--- src/vn_pkg.sv ---
`timescale 1ns / 1ps
// ---------------------------------------------------------------------------
// vn_pkg
// Shared widths and pipeline depths of the vector normalize core.
// ---------------------------------------------------------------------------
package vn_pkg;

  localparam int unsigned CompW   = 32;              // component width
  localparam int unsigned SqW     = 64;              // square and sum width
  localparam int unsigned LenW    = 32;              // length width
  localparam int unsigned NumW    = 62;              // dividend width, |c| << 30
  localparam int unsigned QuoW    = 31;              // quotient width
  localparam int unsigned SqrtLat = SqW / 2;         // one root bit per stage
  localparam int unsigned DivLat  = QuoW;            // one quotient bit per stage
  localparam int unsigned FrontLat = 3;              // magnitude, square, sum
  localparam int unsigned PipeLat = FrontLat + SqrtLat + DivLat;

  localparam logic [CompW-1:0] UnitOne = 32'h4000_0000;

endpackage

--- src/vn_isqrt.sv ---
`timescale 1ns / 1ps
// ---------------------------------------------------------------------------
// vn_isqrt
// Pipelined 64-bit integer square root, rounded down, one root bit per stage.
// ---------------------------------------------------------------------------
module vn_isqrt
  import vn_pkg::*;
(
  input  logic            clk_i,
  input  logic            en_i,
  input  logic [SqW-1:0]  rad_i,
  output logic [LenW-1:0] root_o
);

  logic [SqW-1:0] v_q [SqrtLat];
  logic [SqW-1:0] r_q [SqrtLat];

  // one digit-by-digit step per stage
  for (genvar k = 0; k < SqrtLat; k++) begin : g_stage
    localparam logic [SqW-1:0] Bit = SqW'(1) << (SqW - 2 - 2 * k);
    logic [SqW-1:0] v_in, r_in, trial, v_d, r_d;

    if (k == 0) begin : g_first
      assign v_in = rad_i;
      assign r_in = '0;
    end else begin : g_next
      assign v_in = v_q[k-1];
      assign r_in = r_q[k-1];
    end

    always_comb begin
      trial = r_in + Bit;
      if (v_in >= trial) begin
        v_d = v_in - trial;
        r_d = (r_in >> 1) + Bit;
      end else begin
        v_d = v_in;
        r_d = r_in >> 1;
      end
    end

    always_ff @(posedge clk_i) begin
      if (en_i) begin
        v_q[k] <= v_d;
        r_q[k] <= r_d;
      end
    end
  end

  assign root_o = r_q[SqrtLat-1][LenW-1:0];

endmodule

--- config.mk ---
export PLATFORM = sky130hd
export DESIGN_NAME = vn_isqrt
export DESIGN_NICKNAME = d
export VERILOG_FILES = /design/src/vn_pkg.sv /design/src/vn_isqrt.sv
export SDC_FILE = /design/constraint.sdc
export NUM_CORES = 2
export LEC_CHECK = 0
export ABC_AREA = 0
export BUFFER_PORTS_ARGS = -buffer_cell sky130_fd_sc_hd__buf_2
export CORE_MARGIN = 5
export CORE_UTILIZATION = 35
export CTS_BUF_LIST = sky130_fd_sc_hd__clkbuf_2
export CTS_CLUSTER_DIAMETER = 150
export DETAILED_ROUTE_END_ITERATION = 10
export SETUP_SLACK_MARGIN = 0.05
export SYNTH_ARGS = -nofsm -noshare
export SYNTH_HDL_FRONTEND = slang
export SYNTH_SLANG_ARGS = --single-unit
--- constraint.sdc ---
create_clock -name clk_i -period 3.7 [get_ports clk_i]
set_input_delay 0.555 -clock clk_i [delete_from_list [all_inputs] [get_ports clk_i]]
set_output_delay 0.555 -clock clk_i [all_outputs]
set_load 0.005 [all_outputs]
==> After elaboration in Yosys (flattened, before gate mapping) <==
Memory sizes are Yosys's and may differ from the RTL's.
Cells that the tools add are included.
{ "classes": {"n_addsub": 94, "n_mul": 0, "div_mod_pow": 0, "order_cmp": 32, "n_eq_ne": 0, "shifts": 0, "mux": 66, "bitwise": 0, "n_reduce_logical": 0} }
{ "op_table": {"columns": ["cell", "count"], "rows": [
  ["64-bit two-way mux", 63],
  ["64-bit >= comparator", 31],
  ["64-bit subtractor", 31],
  ["63-bit by 1-bit adder with 64-bit output, second input constant", 1],
  ["63-bit by 11-bit adder with 64-bit output, second input constant", 1],
  ["63-bit by 13-bit adder with 64-bit output, second input constant", 1],
  ["63-bit by 15-bit adder with 64-bit output, second input constant", 1],
  ["63-bit by 17-bit adder with 64-bit output, second input constant", 1],
  ["63-bit by 19-bit adder with 64-bit output, second input constant", 1],
  ["63-bit by 21-bit adder with 64-bit output, second input constant", 1],
  ["63-bit by 23-bit adder with 64-bit output, second input constant", 1],
  ["63-bit by 25-bit adder with 64-bit output, second input constant", 1],
  ["63-bit by 27-bit adder with 64-bit output, second input constant", 1],
  ["63-bit by 29-bit adder with 64-bit output, second input constant", 1],
  ["63-bit by 3-bit adder with 64-bit output, second input constant", 1],
  ["63-bit by 31-bit adder with 64-bit output, second input constant", 1],
  ["63-bit by 33-bit adder with 64-bit output, second input constant", 1],
  ["63-bit by 35-bit adder with 64-bit output, second input constant", 1],
  ["63-bit by 37-bit adder with 64-bit output, second input constant", 1],
  ["63-bit by 39-bit adder with 64-bit output, second input constant", 1],
  ["63-bit by 41-bit adder with 64-bit output, second input constant", 1],
  ["63-bit by 43-bit adder with 64-bit output, second input constant", 1],
  ["63-bit by 45-bit adder with 64-bit output, second input constant", 1],
  ["63-bit by 47-bit adder with 64-bit output, second input constant", 1],
  ["45 further kinds", 46]
]} }
{ "totals": {"ff_bits": 0, "latchBits": 0, "ram_bits": 4096, "rom_bits": 0, "input_bits": 66, "output_inout_bits": 32, "elab_cells": 194, "n_memories": 2} }
{ "mem_list": {"columns": ["name", "words", "width", "read_ports", "rd_ports_with_merged_regs", "wr", "line", "rtl"], "rows": [
  ["r_q", 32, 64, 32, 0, 32, "vn_isqrt.sv:16", "logic [SqW-1:0] r_q [SqrtLat];"],
  ["v_q", 32, 64, 31, 0, 32, "vn_isqrt.sv:15", "logic [SqW-1:0] v_q [SqrtLat];"]
]} }

==> Longest topological paths before layout <==
An unclocked memory read counts as a cell.
{ "logic_depth": {"ltp_word": 4, "mapped_depth": 15, "ltp_nobuf": 13} }

==> Worst setup path after synthesis <==
No wires, ideal clock.
{ "synth_path": {"kind": "flip-flop to flip-flop", "start": "memory v_q[16][33], in the netlist v_q[1][33]", "end": "memory v_q[17][37], in the netlist v_q[1][101], data pin", "setup_ps": 254, "arrival_time_ps": 3303, "t_required_ps": 3446, "slack_ps": 143, "stages_incl_launch_ff": 12, "period_less_slack_ps": 3557, "cell_sequence": "edfxtp_1 > ha_1 > a21o_1 > a2111oi_1 > nor2_1 > o41a_1 > nor2_1 > a21oi_1 > or4_1 > buf_2 > buf_1 > o21a_1"} }
{ "synth_rtl": {"columns": ["item", "line"], "rows": [
  ["from (decl)", "vn_isqrt.sv:15"]
]} }

==> results.toml <==
[status]
status = "finished, violations left"
violations = "negative setup slack"

[clock_network]
clkLatencyLatePin_ns = 1.98
cts_root_buf = "clkbuf_2"
cts_max_level = 6
clk_pin_slew_ns = 0.12
cts_buffers = 631
cts_tree = "yes"
cts_buffer_depth = 4
cts.sinks = 2512

[place]
globalplace.congestion = 0.9522
pre_cts_ws_ns = -0.7331
place_hpwl_um = 229200
placed_area_um2 = 130600
portBuffers = 97
place_inst = 14603

[pwr]
p_per_area_nw_per_um2 = 554.2
ir_worst_vdd_mv = 0.3146
p_leak_nw = 54.47
p_total_mw = 78.13

[global_route]
grt_usage_pct = 16.79
grtUsageMet1_pct = 17.86
grt.met3_usage_pct = 2.722
grt_max_degree = 150
grt_overflow_total = 0
antenna_found_initial = 10
grt_busiest_layer = "met2"
grt_pass1_wl_um = 471700
grt_pass1_vias = 83357
gr-usage-met2_pct = 32.32

[detailed_routing]
first_pass_iters = 5
finalWirelength_um = 308400
postRouteAntennaNets = 0
via_per_inst = 5.052
drtIter0Drc = 5060
wire_per_inst_um = 19.29
drc = 0
vias = 80801

[logic_synthesis]
async_reset_ff_share_pct = 0
syn_inst = 9507
synth_area_um2 = 120000
yosysSeqAreaShare_pct = 62.84
synth-edff-count = 2512
ys_ff_latch = 2512
syn-num-nets = 10131
synth_area_per_cell_um2 = 12.63
synth_ff_type = "edfxtp_1"
synth.distinct_cells = 97
yosys_warnings = 0

[final_layout]
syn_to_final_growth_pct = 17.43
mostFrequentLayoutCells = "2512 x edfxtp_1, 867 x clkbuf_2, 676 x inv_1, 658 x nor2_1, 651 x buf_4"
final_cell_area_um2 = 141000
fin_util_pct = 41.17
num-nets-final = 11594
final_common_cell = "edfxtp_1"
fin_cells = 15993
layout-drive-gt1-share_pct = 19.09

[floorplan]
rows = 215
start_util_pct = 35.05
core-area_um2 = 342400
fp.dieW_um = 595.6
die-area_um2 = 354800
io_pins = 98
die_y_um = 595.6

[worst_hold_path]
worstHoldPathType = "input port to flip-flop"

[worst_setup_path]
critPathMostFrequentCell = "dlygate4sd3_1"
cp-end-kind = "flip-flop"
critPathKind = "input port to flip-flop"
cp_slowest_stage_delay_ns = 0.69
crit_fanout = 4
path_cells = "dlygate4sd3_1, dlygate4sd3_1, buf_2, dlygate4sd3_1, nor4_1, dlygate4sd3_1, nand4_1, dlygate4sd3_1, o41ai_4, nor2_1, dlygate4sd3_1, a21oi_1, dlygate4sd3_1"
cp_slowest_cell = "dlygate4sd3_1"
crit_arrival_ns = 5.86
cp-start-kind = "input port"
required_ns = 5.60

[timing]
timing.final.ws_setup_ns = -0.2579
slew_violations = 0
whs_ns = 0.3433
period_needed_ns = 3.958
fin_setup_tns_ns = -0.2632
max_slew_margin_pct = 27.98
fin_skew_ns = 0.1406
tightestPinTransition_ns = 1.072
fmax_mhz = 252.7
hold_viol = 0
finalCritPeriodShare_pct = 107.0
setup-violations-final = 2
rsz0062_at_grt = "yes"

[run]
cap_violations = 0
==> repair_timing <==
item,in CTS,in global routing
buffers inserted,21,55
setup endpoints to repair,332,421
pin swaps,42,103
resized for setup,137,242
hold buffers,219,0
cloned,0,0
endpoints found under the hold margin,2577,0
==> cell families after synthesis <==
kind of cell / count (synthesis) / share of synthesized area, %
AND/OR/NAND/NOR: 2784 / 11.95
adder cells (fa/ha/maj): 558 / 5.816
buffers and inverters: 875 / 2.754
XOR/XNOR: 886 / 6.464
AO/OA/AOI/OAI: 1792 / 9.248
flip-flops: 2512 / 62.84
multiplexers: 100 / 0.9339
==> worst max-delay path: cells and delay by family <==
family                 cells  cell delay, ns
AOI/OAI and AO/OA          2            0.59
buffers and inverters      8            4.33
and+or+nand+nor            3            0.39
==> where the power goes <==
part / switching, mW / total (mW) / leakage [nW] / internal, mW
clock network: 11.4 / 18.3 / 4.18 / 6.98
registers: 2.89 / 39.0 / 24.2 / 36.1
logic: 11.6 / 20.8 / 26.1 / 9.16
total: 25.9 / 78.1 / 54.5 / 52.3
==> path summary, 6_finish.rpt <==
path,slack [ns],cells past startpoint,from,to
setup / recovery,-0.26,13,rad_i[41],v_q[0][63]
hold / removal,0.34,4,rad_i[53],v_q[0][53]
setup reg to reg,-0.01,10,v_q[1][178],v_q[1][226]
hold reg to reg,0.40,0,r_q[1][414],r_q[1][477]
==> cell type report <==
type                       instances  area [um^2]
fill                           31857       201500
sequential                      2512        75430
multi-input combinational       6120        43220
timing repair buffer            1016         8438
tap                             4557         5702
clock buffer                     867         4339
inverter                         689         2594
clock inverter                   223         1224
antenna                            9        22.52
==> state kept, by name, summed over array words and instances, names as in the netlist <==
name  cells
r_q     528
v_q    1984
==> cells in the mapped netlist, types with 10 or more instances <==
library cell	n	share of area (%)
edfxtp_1	2512	63
inv_1	686	2.1
nor2_1	670	2.1
a21oi_1	634	2.6
nand2_1	579	1.8
ha_1	558	5.8
xnor2_1	488	3.6
o21ai_0	400	1.7
xor2_1	398	2.9
nor4_1	348	1.8
nor3_1	254	1.1
a21o_1	249	1.6
clkbuf_1	160	0.50
nand4_1	157	0.82
nand3_1	147	0.61
nand2b_1	108	0.56
o21a_1	100	0.63
mux2_2	96	0.90
or3_1	88	0.46
nor2b_1	71	0.37
or4_1	68	0.43
a31oi_1	50	0.26
o21bai_1	49	0.31
and3_1	46	0.24
nor4b_1	44	0.32
o211ai_1	41	0.26
a211oi_1	39	0.24
or2_2	36	0.19
nand3b_1	34	0.21
o31ai_1	33	0.21
nand4b_1	27	0.20
and2_1	26	0.14
nor3b_1	25	0.16
a21boi_0	23	0.14
and4_1	18	0.13
a211o_1	17	0.12
buf_1	16	0.050
o2111ai_1	16	0.12
a2111oi_0	13	0.095
o221ai_1	12	0.088
a31o_2	10	0.073
==> metal layers <==
layer,up-vias,share of wire [%],routed length (um)
met1,38954,37,114200
li1,38959,-,-
met5,-,0.018,55
met4,8,4.4,13690
met3,715,4.3,13370
met2,2165,54,167100
(Power assumes the default switching activity.)
