--- src/vn_pkg.sv ---
`timescale 1ns / 1ps
// ---------------------------------------------------------------------------
// vn_pkg
// Shared widths and pipeline depths of the vector normalize core.
// ---------------------------------------------------------------------------
package vn_pkg;

  localparam int unsigned CompW   = 32;              // component width
  localparam int unsigned SqW     = 64;              // square and sum width
  localparam int unsigned LenW    = 32;              // length width
  localparam int unsigned NumW    = 62;              // dividend width, |c| << 30
  localparam int unsigned QuoW    = 31;              // quotient width
  localparam int unsigned SqrtLat = SqW / 2;         // one root bit per stage
  localparam int unsigned DivLat  = QuoW;            // one quotient bit per stage
  localparam int unsigned FrontLat = 3;              // magnitude, square, sum
  localparam int unsigned PipeLat = FrontLat + SqrtLat + DivLat;

  localparam logic [CompW-1:0] UnitOne = 32'h4000_0000;

endpackage

--- src/vn_div.sv ---
`timescale 1ns / 1ps
// ---------------------------------------------------------------------------
// vn_div
// Pipelined restoring divider, 62-bit dividend by 32-bit divisor, quotient
// known to stay below 2^31, one quotient bit per stage.
// ---------------------------------------------------------------------------
module vn_div
  import vn_pkg::*;
(
  input  logic            clk_i,
  input  logic            en_i,
  input  logic [NumW-1:0] num_i,
  input  logic [LenW-1:0] den_i,
  output logic [QuoW-1:0] quo_o
);

  logic [LenW-1:0] rem_q [DivLat];
  logic [QuoW-1:0] lo_q  [DivLat];   // unused dividend bits, msb first
  logic [QuoW-1:0] quo_q [DivLat];
  logic [LenW-1:0] den_q [DivLat];

  for (genvar k = 0; k < DivLat; k++) begin : g_stage
    logic [LenW-1:0] rem_in, den_in, rem_d;
    logic [QuoW-1:0] lo_in, quo_in;
    logic [LenW:0]   trial;
    logic            qbit;

    // high dividend bits already sit below the divisor
    if (k == 0) begin : g_first
      assign rem_in = {1'b0, num_i[NumW-1:QuoW]};
      assign lo_in  = num_i[QuoW-1:0];
      assign quo_in = '0;
      assign den_in = den_i;
    end else begin : g_next
      assign rem_in = rem_q[k-1];
      assign lo_in  = lo_q[k-1];
      assign quo_in = quo_q[k-1];
      assign den_in = den_q[k-1];
    end

    always_comb begin
      trial = {rem_in, lo_in[QuoW-1]};
      qbit  = (trial >= {1'b0, den_in});
      if (qbit) begin
        rem_d = LenW'(trial - {1'b0, den_in});
      end else begin
        rem_d = trial[LenW-1:0];
      end
    end

    always_ff @(posedge clk_i) begin
      if (en_i) begin
        rem_q[k] <= rem_d;
        lo_q[k]  <= {lo_in[QuoW-2:0], 1'b0};
        quo_q[k] <= {quo_in[QuoW-2:0], qbit};
        den_q[k] <= den_in;
      end
    end
  end

  assign quo_o = quo_q[DivLat-1];

endmodule

--- config.mk ---
export PLATFORM = sky130hd
export DESIGN_NAME = vn_div
export DESIGN_NICKNAME = d
export VERILOG_FILES = /design/src/vn_pkg.sv /design/src/vn_div.sv
export SDC_FILE = /design/constraint.sdc
export NUM_CORES = 2
export LEC_CHECK = 0
export BUFFER_PORTS_ARGS = -buffer_cell sky130_fd_sc_hd__buf_2
export CORE_ASPECT_RATIO = 0.6
export CORE_MARGIN = 4
export CORE_UTILIZATION = 46
export CTS_BUF_LIST = sky130_fd_sc_hd__clkbuf_16
export DETAILED_ROUTE_END_ITERATION = 8
export GPL_ROUTABILITY_DRIVEN = 0
export SYNTH_ARGS = -nofsm -noshare
export SYNTH_HDL_FRONTEND = slang
export SYNTH_SLANG_ARGS = --single-unit
export TNS_END_PERCENT = 30
--- constraint.sdc ---
create_clock -name clk_i -period 4.85 [get_ports clk_i]
set_input_delay 0.7275 -clock clk_i [delete_from_list [all_inputs] [get_ports clk_i]]
set_output_delay 0.7275 -clock clk_i [all_outputs]
set_load 0.01 [all_outputs]
=== Word level (Yosys, flattened, before mapping) ===
Memory sizes are Yosys's and may differ from the RTL's.
Cells that the tools add are included.

* Add/subtract/negate cells: 31
* Order comparisons: 31
* Multiplexer cells: 33

{| class="wikitable"
|+ Operators with widths
! kind !! count
|-
| $mux W32 || 31
|-
| $sub A32 B32 Y32 || 31
|-
| $ge A33 B32 Y1 || 30
|-
| $ge A32 B32 Y1 || 1
|-
| $mux W1 || 2
|}

* Flip-flop bits (word level): 0
* RAM bits: 3875
* Memories kept: 4
* Logic and storage cells: 99

{| class="wikitable"
|+ Memory list
! memory !! depth !! width !! read ports !! clocked after memory_dff !! write ports !! RTL line !! RTL
|-
| den_q || 31 || 32 || 30 || 0 || 31 || vn_div.sv:20 || <nowiki>logic [LenW-1:0] den_q [DivLat];</nowiki>
|-
| rem_q || 31 || 32 || 30 || 0 || 31 || vn_div.sv:17 || <nowiki>logic [LenW-1:0] rem_q [DivLat];</nowiki>
|-
| quo_q || 31 || 31 || 31 || 0 || 31 || vn_div.sv:19 || <nowiki>logic [QuoW-1:0] quo_q [DivLat];</nowiki>
|-
| lo_q || 31 || 30 || 30 || 0 || 31 || vn_div.sv:18 || <nowiki>logic [QuoW-1:0] lo_q [DivLat];</nowiki>
|}

=== Logic depth before layout (Yosys ltp) ===
An unclocked memory read counts as a cell.

* Word-level depth: 3
* Gate-level depth with buffers: 16
* Mapped depth without buffers: 14

=== Least setup slack after synthesis ===
OpenSTA, ideal clock, no wires.

* Path kind: reg2reg
* Start point: mem den_q[2][1], in the netlist den_q[0][65]
* End point: mem rem_q[3][24], in the netlist rem_q[0][120], data pin
* Setup time: 0.260 ns
* Buffers on the path: 1
* Arrival: 3.457 ns
* Period minus slack after synthesis: 3.717 ns
* Stages on the path, launching flop included: 15
* Data required time: 4.590 ns
* Slack: 1.133 ns
* Path through: edfxtp_1 > inv_1 > ha_1 > nor2b_1 > o31a_1 > o31ai_2 > nand4_1 > a32o_1 > a2111o_1 > nand2_1 > a211oi_1 > a211o_1 > a211oi_4 > buf_6 > mux2_2

{| class="wikitable"
|+ RTL lines
! element !! RTL line
|-
| start: declaration || vn_div.sv:20
|-
| end: declaration || vn_div.sv:17
|}

==> key figures <==
Status
  • Status: finished, final reports clean

Timing
  • Worst-Margin Slew: 1124 ps
  • Fin. Hold Viols: 0
  • Normalized max-slew margin: about a quarter
  • Worst clock skew: between 40 and 50 ps
  • TNS Setup: 0 ps
  • RSZ-0062 raised after global routing: false
  • Hold Worst Slack: 92.79 ps
  • Setup violations, final: 0
  • Fin crit period: roughly 4700 ps
  • Max Slew Vio Count: 0
  • Setup ws final: slightly above 100 ps
  • Max frequency: approximately 210 MHz
  • Crit share post-route: between 90% and 100%

Setup path
  • R2r worst-path depth: 13
  • Most common cell on crit path: o21ai_0
  • Max incr delay on CP: 830 ps
  • Worst reg2reg setup slack: 100 ps
  • Start of the worst register-to-register path: rem_q[0][295]
  • Worst Setup End Kind: flip-flop
  • Slowest-stage cell, CP: a21oi_1
  • Crit Path Max Fanout: 7
  • CP arrival: 5470 ps
  • Reg2reg end: rem_q[0][349]
  • CP cell instances: ha_1, a21o_1, a31oi_1, o21ai_1, a21oi_1, a21boi_1, a21oi_1, o21ai_0, a21boi_0, o21ai_0, xnor2_1, o21ai_0, buf_4
  • Crit path kind: flip-flop to flip-flop
  • Type of origin of the critical path: flip-flop
  • Worst path required time: ~5600 ps

Floorplan
  • Die Y: roughly 450 um
  • FP Rows: about 160
  • Initial Util: 46.18%
  • Ports: approximately 130
  • Die area: around 0.33 mm2
  • Core Area: about 0.32 mm2
  • Die X: between 700 and 800 um

Final layout
  • Filler cells: around 27000
  • Final Cell Area: roughly 0.16 mm2
  • Layout cells sized above 1: between 10% and 20%
  • Commonest non-fill, non-tap cell in the layout: edfxtp_1
  • Post-route insts no fill: roughly 17000
  • Area grow syn2layout: 11.32%
  • Final Util: 51.41%
  • Nets: approximately 14000
  • Most frequent cells in the layout: 2881 x edfxtp_1, 1295 x inv_1, 992 x ha_1, 867 x nand2_1, 836 x a21oi_1

Drt
  • Routed Wire Length: around 340 mm
  • Via density: 5.597
  • Vias: between 90000 and 100k
  • DRC: 0
  • Pre-antenna DRT Iters: 8
  • Iteration-0 DRC Markers: between 9000 and 10000
  • Remaining antenna violation count: 0
  • WL/cell: between 20 and 25 um

Min path
  • Hold endpoint: den_q[0][9]
  • Hold Crit Class: input pin to flip-flop
  • Hold Path Origin: den_i[9]
  • Hold path depth: 1

Yosys
  • Ys Warns: 0
  • Distinct cells, synth: 93
  • Mapped cell area: 0.1480 mm2
  • Ys flop type: edfxtp_1
  • Number of synthesized flops with an enable pin: ~2900
  • Cells after Synth: around 12000
  • Avg Cell Area, Syn: between 10 and 15 um2
  • FF+latch count, synth: 2881
  • Register area share after synthesis: approximately three fifths
  • Ys async rst share: 0%
  • Syn Nets: about 13000

Power and ir drop
  • Power Dens Cells: ~680 mW/mm2
  • Leakage Power: around 66 nW
  • Peak supply drop: 0.4422 mV
  • Total power: around 110 mW

Clocking
  • CTS tree: yes
  • Skew-Pair Late Insertion Delay: 890 ps
  • Clk Tree Root Cell: clkbuf_16
  • H-tree depth: 5
  • Total CTS buffers: between 200 and 300
  • CTS sink cnt: just under 3000
  • Setup Fix Bufs, Post-CTS: 0
  • Max clock buf depth: 4
  • CTS clock-pin slew for the worst setup and hold paths: around 60 ps

Global routing
  • Met2 Use GR: 28.17%
  • GRT Residual Overflow: 0
  • Vias in the first global route: 90290
  • Met3 usage: around 4.5%
  • Busiest grt layer: met1
  • Maximum number of pins on one net before global-route repair: between 150 and 200
  • First-pass GRT wire length: approximately 520 mm
  • Met1 GRT Util: between 30% and 40%
  • GRT Overall Usage: between 10% and 20%
  • Initial antenna violation count: 15

Placed design
  • Placement Setup Slack: between 400 and 500 ps
  • Placed Area: between 0.15 and 0.2 mm2
  • Inst Count DP: around 16000
  • DP HPWL: between 200 and 300 mm
  • I/O Buffers: approximately 130

Run
  • # Max-Cap Violations: 0
==> where the power goes <==
part / internal (mW) / switching, mW / total, mW
sequential: 36.0 / 3.86 / 39.9
clock: 13.1 / 9.62 / 22.7
combinational: 21.3 / 27.5 / 48.8
==> worst max-delay path: cells and delay by family (launching register included) <==
family	cells	cell delay (ps)
xor+xnor	1	150
buf+inv	1	240
fa+ha+maj	1	440
flops	1	480
compound gates	10	3270
==> worst max path at each step <==
stage	end	startpoint	slack (ps)
5_1_grt	rem_q[1][206]	den_q[2][161]	50
3_3_place_gp	rem_q[1][226]	rem_q[1][195]	500
3_5_place_dp	rem_q[0][349]	rem_q[0][295]	450
6_report	rem_q[0][349]	rem_q[0][295]	100
2_1_floorplan	rem_q[0][120]	den_q[0][65]	1130
4_1_cts	rem_q[0][349]	rem_q[0][295]	420
==> registers in the layout (all words and copies together), names as in the netlist <==
| register | cells |
|---|---|
| den_q | 960 |
| rem_q | 960 |
| quo_q | 496 |
| lo_q | 465 |
==> layer usage <==
| metal | vias to the layer above | part of all wire, % |
|---|---|---|
| li1 | 45210 | - |
| met5 | - | 0.0026 |
| met2 | 3221 | 41 |
| met3 | 488 | 8.5 |
| met1 | 46110 | 49 |
| met4 | 2 | 2.0 |
==> layout make-up <==
cell class | count | area [um2] | area share, %
diodes | 1 | 2.502 | 0.001519
flip-flops and latches | 2881 | 86510 | 52.51
clock buffers | 293 | 7332 | 4.450
multi-input cells | 7702 | 55960 | 33.96
well taps | 4319 | 5404 | 3.280
clock inverters | 216 | 2142 | 1.300
inverters | 1251 | 4696 | 2.850
repair buffers | 317 | 2710 | 1.645
==> cell families after synthesis <==
family,after synthesis,share of synthesized area (%)
multiplexers,517,3.899
AO/OA/AOI/OAI,2989,12.68
buffers and inverters,1503,3.879
XOR/XNOR,810,4.793
AND/OR/NAND/NOR,2364,7.504
flip-flops,2881,58.45
adder cells (fa/ha/maj),1022,8.792
==> what timing repair did <==
action | 4_1_cts | 5_1_grt
resized for setup | 0 | 0
hold buffers | 52 | 0
endpoints found under the hold margin | 52 | 0
==> Yosys cell counts (41+ instances only) <==
master | count | area share [%]
nand2b_1 | 108 | 0.46
mux2i_1 | 41 | 0.28
a21boi_0 | 44 | 0.22
o31ai_1 | 75 | 0.38
a21o_1 | 502 | 2.5
nand4_1 | 166 | 0.70
nor2_1 | 518 | 1.3
o21ai_0 | 776 | 2.6
a211oi_1 | 66 | 0.33
nand3_1 | 168 | 0.57
a21oi_1 | 836 | 2.8
nand2_1 | 868 | 2.2
inv_1 | 1251 | 3.2
a31oi_1 | 108 | 0.46
o21bai_1 | 130 | 0.66
mux2_2 | 470 | 3.6
nor3_1 | 107 | 0.36
and3_1 | 92 | 0.39
edfxtp_1 | 2881 | 58
clkbuf_1 | 194 | 0.49
nor2b_1 | 145 | 0.61
xor2_1 | 306 | 1.8
xnor2_1 | 504 | 3.0
ha_1 | 992 | 8.4
o21a_1 | 106 | 0.54
No activity file was read; power rests on OpenSTA's default activity.
